**config.mk**
```make
export PLATFORM = sky130hd
export DESIGN_NAME = signed_int_to_decimal_text
export DESIGN_NICKNAME = d
export VERILOG_FILES = /design/src/hdl/sitd_pkg.sv /design/src/hdl/signed_int_to_decimal_text.sv
export SDC_FILE = /design/constraint.sdc
export NUM_CORES = 1
export LEC_CHECK = 0
export ABC_CLOCK_PERIOD_IN_PS = 4800
export BUFFER_PORTS_ARGS = -buffer_cell sky130_fd_sc_hd__buf_2
export CAP_MARGIN = 20
export CORE_UTILIZATION = 50
export CTS_CLUSTER_DIAMETER = 50
export CTS_CLUSTER_SIZE = 24
export DETAILED_ROUTE_END_ITERATION = 6
export GPL_TIMING_DRIVEN = 0
export PLACE_DENSITY = 0.81
export SLEW_MARGIN = 20
export SYNTH_ARGS = -nofsm -noshare
export SYNTH_HDL_FRONTEND = slang
export SYNTH_SLANG_ARGS = --single-unit
```
**constraint.sdc**
```tcl
create_clock -name clk -period 4.8 [get_ports clk]
set_input_delay 0.72 -clock clk [delete_from_list [all_inputs] [get_ports clk]]
set_output_delay 0.72 -clock clk [all_outputs]
set_load 0.005 [all_outputs]
```
**src/hdl/sitd_pkg.sv**
```systemverilog
// Shared constants and helpers for the signed integer to decimal text block.
// No dependencies; used by signed_int_to_decimal_text.
package sitd_pkg;

  localparam int NUMBER_W       = 64;
  localparam int CHAR_W         = 8;
  localparam int VALUE_BITS_DEF = 64;
  localparam int BCD_W          = 4;

  localparam logic [CHAR_W-1:0] ASCII_ZERO  = 8'h30;
  localparam logic [CHAR_W-1:0] ASCII_MINUS = 8'h2D;

  // Digits needed for magnitudes up to 2^(bits-1); floor(0.3*bits)+1 covers it.
  function automatic int num_digits(input int bits);
    return (bits * 3) / 10 + 1;
  endfunction

  // Shift-add-3 correction for one BCD digit before the next left shift.
  function automatic logic [BCD_W-1:0] dd_adjust(input logic [BCD_W-1:0] d);
    return (d >= 4'd5) ? d + 4'd3 : d;
  endfunction

endpackage

```
**src/hdl/signed_int_to_decimal_text.sv**
```systemverilog
// Order: '-' (if negative) while the conversion runs, then the digits of the
// NDIG-digit field, most significant first, leading zeros dropped; the last
// char is flagged by out_last_char. busy stays high until the emit scan ends.
// A new item is taken only while idle, after the one-bit-per-cycle shift-add-3
// loop and the one-digit-per-cycle emit scan of the last one; no stalls.
// Sync active-low reset idles the sequencer, drops strobe.
module signed_int_to_decimal_text #(
  parameter int VALUE_BITS = sitd_pkg::VALUE_BITS_DEF
) (
  input  logic                          clk,
  input  logic                          rst_n,
  input  logic                          start,
  output logic                          busy,
  input  logic [sitd_pkg::NUMBER_W-1:0] in_number,
  output logic                          out_valid,
  output logic [sitd_pkg::CHAR_W-1:0]   out_text_char,
  output logic                          out_last_char
);

  localparam int NDIG  = sitd_pkg::num_digits(VALUE_BITS);
  localparam int BW    = NDIG * sitd_pkg::BCD_W;
  localparam int CNT_W = (VALUE_BITS > 1) ? $clog2(VALUE_BITS) : 1;
  localparam int IDX_W = (NDIG > 1) ? $clog2(NDIG) : 1;

  localparam logic [1:0] ST_IDLE = 2'd0;
  localparam logic [1:0] ST_CONV = 2'd1;
  localparam logic [1:0] ST_EMIT = 2'd2;

  logic [1:0]                     state_r, state_nxt;
  logic [CNT_W-1:0]               cnt_r, cnt_nxt;
  logic [IDX_W-1:0]               idx_r, idx_nxt;
  logic                           neg_r, neg_nxt;
  logic                           started_r, started_nxt;
  logic [VALUE_BITS-1:0]          mag_r, mag_nxt;
  logic [BW-1:0]                  bcd_r, bcd_nxt;
  logic [BW-1:0]                  bcd_adj;
  logic                           out_valid_r, out_valid_nxt;
  logic [sitd_pkg::CHAR_W-1:0]    out_char_r, out_char_nxt;
  logic                           out_last_r, out_last_nxt;
  logic [VALUE_BITS-1:0]          raw;
  logic [sitd_pkg::BCD_W-1:0]     top_digit;
  logic                           accept;

  assign raw       = in_number[VALUE_BITS-1:0];
  assign busy      = (state_r != ST_IDLE);
  assign accept    = start && !busy;
  assign top_digit = bcd_r[BW-1 -: sitd_pkg::BCD_W];

  always_comb begin
    for (int i = 0; i < NDIG; i++) begin
      bcd_adj[i*sitd_pkg::BCD_W +: sitd_pkg::BCD_W] =
        sitd_pkg::dd_adjust(bcd_r[i*sitd_pkg::BCD_W +: sitd_pkg::BCD_W]);
    end
  end

  always_comb begin
    state_nxt     = state_r;
    cnt_nxt       = cnt_r;
    idx_nxt       = idx_r;
    neg_nxt       = neg_r;
    started_nxt   = started_r;
    mag_nxt       = mag_r;
    bcd_nxt       = bcd_r;
    out_valid_nxt = 1'b0;
    out_char_nxt  = out_char_r;
    out_last_nxt  = 1'b0;
    unique case (state_r)
      ST_IDLE: begin
        if (accept) begin
          neg_nxt   = raw[VALUE_BITS-1];
          mag_nxt   = raw[VALUE_BITS-1] ? (~raw + 1'b1) : raw;
          bcd_nxt   = '0;
          cnt_nxt   = '0;
          state_nxt = ST_CONV;
        end
      end
      ST_CONV: begin
        // sign goes out while the conversion runs
        if (cnt_r == '0 && neg_r) begin
          out_valid_nxt = 1'b1;
          out_char_nxt  = sitd_pkg::ASCII_MINUS;
        end
        bcd_nxt = {bcd_adj[BW-2:0], mag_r[VALUE_BITS-1]};
        mag_nxt = mag_r << 1;
        cnt_nxt = cnt_r + 1'b1;
        if (cnt_r == CNT_W'(VALUE_BITS - 1)) begin
          idx_nxt     = IDX_W'(NDIG - 1);
          started_nxt = 1'b0;
          state_nxt   = ST_EMIT;
        end
      end
      ST_EMIT: begin
        // drop leading zeros, but always emit the units digit
        if (started_r || top_digit != '0 || idx_r == '0) begin
          started_nxt   = 1'b1;
          out_valid_nxt = 1'b1;
          out_char_nxt  = sitd_pkg::ASCII_ZERO | {4'd0, top_digit};
          out_last_nxt  = (idx_r == '0);
        end
        bcd_nxt = bcd_r << sitd_pkg::BCD_W;
        idx_nxt = idx_r - 1'b1;
        if (idx_r == '0) begin
          state_nxt = ST_IDLE;
        end
      end
      default: begin
        state_nxt = ST_IDLE;
      end
    endcase
  end

  always_ff @(posedge clk) begin
    if (!rst_n) begin
      state_r     <= ST_IDLE;
      out_valid_r <= 1'b0;
      out_last_r  <= 1'b0;
      cnt_r       <= '0;
      idx_r       <= '0;
      started_r   <= 1'b0;
    end else begin
      state_r     <= state_nxt;
      out_valid_r <= out_valid_nxt;
      out_last_r  <= out_last_nxt;
      cnt_r       <= cnt_nxt;
      idx_r       <= idx_nxt;
      started_r   <= started_nxt;
    end
  end

  always_ff @(posedge clk) begin
    neg_r      <= neg_nxt;
    mag_r      <= mag_nxt;
    bcd_r      <= bcd_nxt;
    out_char_r <= out_char_nxt;
  end

  assign out_valid     = out_valid_r;
  assign out_text_char = out_char_r;
  assign out_last_char = out_last_r;

`ifndef SYNTHESIS
  a_accept_conv: assert property (@(posedge clk) disable iff (!rst_n)
    accept |=> state_r == ST_CONV)
    else $error("accepted item did not start conversion");
  a_last_idle: assert property (@(posedge clk) disable iff (!rst_n)
    out_last_char |-> (out_valid && state_r == ST_IDLE))
    else $error("last character flagged while still busy");
  a_idx_step: assert property (@(posedge clk) disable iff (!rst_n)
    (state_r == ST_EMIT && idx_r != '0) |=> idx_r == $past(idx_r) - 1'b1)
    else $error("emit index skipped a digit");
  a_minus_neg: assert property (@(posedge clk) disable iff (!rst_n)
    (out_valid && out_text_char == sitd_pkg::ASCII_MINUS) |-> (neg_r && !out_last_char))
    else $error("minus sign for a non-negative item");
`endif

endmodule
```
# Yosys cells after proc, flatten, opt, wreduce, memory -nomap -nowiden
# Index checks and enable logic that the tools add are counted.
dict set report word_totals {
  reg_bits 169
  word_cells 125
  output_inout_bits 11
  inputBits 67
}
dict set report classes {
  n_eq_ne 8
  bitwise_logic 1
  n_reduce_logical 21
  magnitude_cmp 20
  add_sub_neg 23
  n_mux 42
}
# op count
set op_table {}
lappend op_table {{80-bit one-hot mux with 3 select lines} 1}
lappend op_table {{64-bit 2-to-1 mux} 2}
lappend op_table {{64-bit one-hot mux with 2 select lines} 1}
lappend op_table {{4-bit by 3-bit greater-or-equal comparator with 1-bit output (second input constant)} 20}
lappend op_table {{80-bit 2-to-1 mux} 1}
lappend op_table {{4-bit by 2-bit adder with 4-bit output (second input constant)} 19}
lappend op_table {{4-bit 2-to-1 mux} 19}
lappend op_table {{64-bit by 1-bit adder with 64-bit output (second input constant)} 1}
lappend op_table {{64-bit inverter} 1}
lappend op_table {{8-bit 2-to-1 mux} 2}
lappend op_table {{8-bit one-hot mux with 2 select lines} 1}
lappend op_table {{6-bit one-hot mux with 2 select lines} 1}
lappend op_table {{3-bit AND reduction} 4}
lappend op_table {{2-bit != test (second input constant)} 5}
lappend op_table {{5-bit one-hot mux with 2 select lines} 1}
lappend op_table {{2-bit AND reduction} 4}
lappend op_table {{6-bit by 1-bit adder with 6-bit output (second input constant)} 1}
lappend op_table {{6-bit == test (second input constant)} 1}
lappend op_table {{6-bit zero test} 1}
lappend op_table {{2-bit 2-to-1 mux} 3}
lappend op_table {{6-bit 2-to-1 mux} 1}
lappend op_table {{2-bit one-hot mux with 3 select lines} 1}
lappend op_table {{2-bit nonzero test} 3}
lappend op_table {{5-bit zero test} 1}
lappend op_table {{other kinds (14)} 20}

# Longest topological paths before layout
dict set report depth {
  ltp_word 5
  ltp_mapped 9
  ltp_nobuf 8
}

# Worst setup path after synthesis
# OpenSTA, ideal clock, no wires.
dict set report synth_path {
  path_type {reg-to-reg}
  from {reg state_r[0]}
  to {reg bcd_r[0] (enable)}
  path_slack_ps 123
  stages_incl_launch_ff 6
  arrival_time_ps 4157
  n_path_buf 0
  required_time_ps 4280
  path_cell_list {dfxtp_1 > inv_1 > ha_1 > inv_1 > nor2_1 > nor2_1}
}
dict set report synth_via {
  elab_chain_cells 5
  elab_cells_between_ends 9
}
# element line
set synth_rtl {}
lappend synth_rtl {{start, declared} signed_int_to_decimal_text.sv:29} ;# logic [1:0] state_r, state_nxt;
lappend synth_rtl {{start signal, assigned} signed_int_to_decimal_text.sv:121} ;# state_r <= state_nxt;
lappend synth_rtl {{2-bit nonzero test} signed_int_to_decimal_text.sv:45} ;# assign busy = (state_r != ST_IDLE);
lappend synth_rtl {{via busy} signed_int_to_decimal_text.sv:13} ;# output logic busy,
lappend synth_rtl {{1-bit zero test} signed_int_to_decimal_text.sv:46} ;# assign accept = start && !busy;
lappend synth_rtl {{1-bit logical AND} signed_int_to_decimal_text.sv:46}
lappend synth_rtl {{2-bit != test (no source line)} -}
lappend synth_rtl {{2-bit AND reduction (no source line)} -}
lappend synth_rtl {{end signal, assigned} signed_int_to_decimal_text.sv:133} ;# bcd_r <= bcd_nxt;
lappend synth_rtl {{end, declared} signed_int_to_decimal_text.sv:35} ;# logic [BW-1:0] bcd_r, bcd_nxt;
# The timed path passes the listed nets, and every way through them passes these cells.
# A chain may end at the register's enable or synchronous reset.

# Final worst setup path
dict set report layout_path {
  from {in in_number[0] in the netlist's numbering}
  to {reg mag_r[48], data pin}
}
dict set report layout_via {
  elab_chain_cells 5
}
# element line
set layout_rtl {}
lappend layout_rtl {{start, declared} signed_int_to_decimal_text.sv:14} ;# input logic [sitd_pkg::NUMBER_W-1:0] in_number,
lappend layout_rtl {{64-bit inverter} signed_int_to_decimal_text.sv:71} ;# mag_nxt = raw[VALUE_BITS-1] ? (~raw + 1'b1) : raw;
lappend layout_rtl {{64-bit by 1-bit adder with 64-bit output} signed_int_to_decimal_text.sv:71}
lappend layout_rtl {{64-bit 2-to-1 mux} signed_int_to_decimal_text.sv:71}
lappend layout_rtl {{64-bit 2-to-1 mux} signed_int_to_decimal_text.sv:69} ;# if (accept) begin
lappend layout_rtl {{64-bit one-hot mux with 2 select lines} signed_int_to_decimal_text.sv:67} ;# unique case (state_r)
lappend layout_rtl {{via mag_nxt[48]} signed_int_to_decimal_text.sv:34} ;# logic [VALUE_BITS-1:0] mag_r, mag_nxt;
lappend layout_rtl {{end signal, assigned} signed_int_to_decimal_text.sv:132} ;# mag_r <= mag_nxt;
lappend layout_rtl {{end, declared} signed_int_to_decimal_text.sv:34}
# The timed path passes the listed nets, and every way through them passes these cells. The select of a mux whose other input is x is not followed.

==> impl_metrics.tcl <==
set metrics [dict create \
    status "finished clean" \
    syn2layout_area_growth_pct 12.71 \
    skew_ps 10.18 \
    final_common_cell "edfxtp_1" \
    fill_cells 1814 \
    wire_per_inst_um 18.30 \
    vdd_drop_max_mv 0.3177 \
    report.final.slew_viol_count 0 \
    num_rows 53 \
    r2r_slack_ps 1830 \
    vias 9387 \
    syn-mean-instance-area_um2 9.357 \
    tns_ps 0 \
    worst_pin_slew_ps 1021 \
    synth_top_flop_cell "edfxtp_1" \
    synth_cell_types 55 \
    reg2reg_depth 6 \
    whs_ps 489.7 \
    ys_seq_area_share_pct 45.03 \
    postCtsHoldBufs 0 \
    power.total_mw 7.481 \
    min_to "idx_r[1]" \
    post_cts_resized 0 \
    max_freq_mhz 305.7 \
    whs_path_depth 2 \
    vias_per_cell 6.131 \
    grt_setup_unrepaired "no" \
    grt_first_pass_wirelength_mm 46.15 \
    async_reset_ff_share_pct 0 \
    core_mm2 0.02102 \
    root_buffer "clkbuf_16" \
    hold_path_class "reg2reg" \
    startpoint_type "input port" \
    io_pins 78 \
    critical_path_class "in2reg" \
    layout-drive-gt1-share_pct 10.60 \
    clock_path_buffers 2 \
    layout.area.seq_mm2 0.004825 \
    period_needed_ps 3271 \
    r2r-end "mag_r[34]" \
    grt_max_degree 41 \
    ys_ff_latch 166 \
    power_leakage_nw 4.230 \
    cts.clk_slew.worst_paths_ps 70 \
    finalSetupViolations 0 \
    place.gp.congestion 0.9311 \
    antenna_left 0 \
    cp.required_ps 5000 \
    synth-edff-count 150 \
    worst_skew_pair.late_latency_ps 430 \
    synth.cell_area_mm2 0.01071 \
    tritoncts "built" \
    dieArea_mm2 0.02202 \
    arrival_ps 3470 \
    numClockSinks 166 \
    antenna_found_initial 1 \
    hold_viol 0 \
    dp.final_hpwl_mm 19.73 \
    final.setup.worst_slack_ps 1529 \
    start_util_pct 50.97 \
    hp-start "idx_r[1]" \
    cts-buffers-inserted 17 \
    die_height_um 148.4 \
    synth_cells 1145 \
    final_cell_mix "edfxtp_1, o21ai_0, nand2_1" \
    drc_errors 0 \
    cp_max_fo 10 \
    ys_warn_count 0 \
    final_nets 1358 \
    crit_path_end_kind "flip-flop" \
    final_util_pct 57.44 \
    grt_pass1_vias 9209 \
    grt_usage_pct 26.60 \
    slew_headroom_pct 31.30 \
    firstDrtPassIters 7 \
    p_per_area_mw_per_mm2 619.6 \
    post_cts_buffers 0 \
    maxCapViolCount 0 \
    grt-ovfl-total 0 \
    cts_max_level 4 \
    port_buffers 73 \
    regToRegStartpoint "state_r[1]" \
    fin_crit_sh_pct 68.14 \
    finalWirelength_mm 28.01 \
    initialDrtViolationCount 919 \
    multiInputGateArea_mm2 0.005446 \
    die_w_um 148.4 \
    post-place-ws_ps 1197 \
]
-- worst max-delay path: stages --
cell,delay (ps)
buf_2,120
inv_1,70
ha_1,200
or4b_1,450
or4_4,440
clkbuf_1,240
o21ai_0,690
a21oi_1,140
o31ai_1,400
-- Yosys cell counts (30+ instances only) --
| library cell | number | share of area (%) |
|---|---|---|
| xnor2_1 | 30 | 2.5 |
| clkbuf_1 | 46 | 1.6 |
| nor2_1 | 60 | 2.1 |
| ha_1 | 49 | 5.7 |
| nand3_1 | 31 | 1.4 |
| nor3b_1 | 40 | 2.8 |
| xor2_1 | 38 | 3.1 |
| edfxtp_1 | 150 | 42 |
| inv_1 | 60 | 2.1 |
| o21ai_0 | 141 | 6.6 |
| a21oi_1 | 84 | 3.9 |
| nand2_1 | 127 | 4.4 |
| o31ai_1 | 40 | 2.8 |
| nand2b_1 | 36 | 2.1 |
-- registers in the layout (all words and copies together) (netlist names), 2 cells and up --
name	cells
out_text_char	5
mag_r	64
bcd_r	80
idx_r	5
cnt_r	6
state_r	2
-- how the worst max path moves through the flow --
stage | start | to | slack, ps | depth (start not counted)
after global placement | start | bcd_r[28] | -1470 | 3
after floorplan | state_r[0] | bcd_r[0] | 120 | 5
after CTS | in_number[0] | mag_r[48] | 1590 | 9
after global routing | in_number[0] | mag_r[52] | 1470 | 9
after detailed placement | in_number[0] | mag_r[48] | 1200 | 9
final | in_number[0] | mag_r[48] | 1530 | 9
-- layer usage --
| metal | global-route usage, % | wire length, um | vias to the layer above |
|---|---|---|---|
| met5 | 0 | 0 | - |
| met4 | 8.557 | 503 | 0 |
| met3 | 5.920 | 2500 | 56 |
| met2 | 43.54 | 13240 | 450 |
| met1 | 34.96 | 11760 | 4449 |
| li1 | - | - | 4432 |
-- logic make-up (layout without fill, tap and decap cells) --
kind of cell / after synthesis / in the layout / synth area share (%)
and+or+nand+nor: 415 / 415 / 20.68
AOI/OAI and AO/OA: 321 / 321 / 17.66
DFF: 166 / 166 / 45.03
buffers and inverters: 114 / 223 / 4.239
xor gates and xnor gates: 68 / 68 / 5.559
adders and majority gates: 49 / 49 / 5.722
muxes: 10 / 10 / 1.039
other: 2 / 4 / 0.07010
-- area by class of cell --
class	count	share of cell area [%]
antenna	1	0.02072
buffer	54	1.896
clock buffer	18	3.554
clock inverter	14	0.9844
inverter	60	1.886
multi-input combinational	866	45.10
sequential	166	39.95
tap	275	2.849
timing repair buffer	77	3.751
-- where the power goes --
group | internal, mW | switching [mW]
Clock | 0.678 | 0.641
Combinational | 1.12 | 1.93
Sequential | 2.58 | 0.535
Total | 4.38 | 3.11
-- metrics by stage --
step,std cells,cell area (um2)
after floorplan,1146,10720
after global placement,1494,11430
after detailed placement,1498,11520
after CTS,1530,12070
after global routing,1531,12080
final,1531,12080
Note: power is estimated with default switching activity, not from simulation.
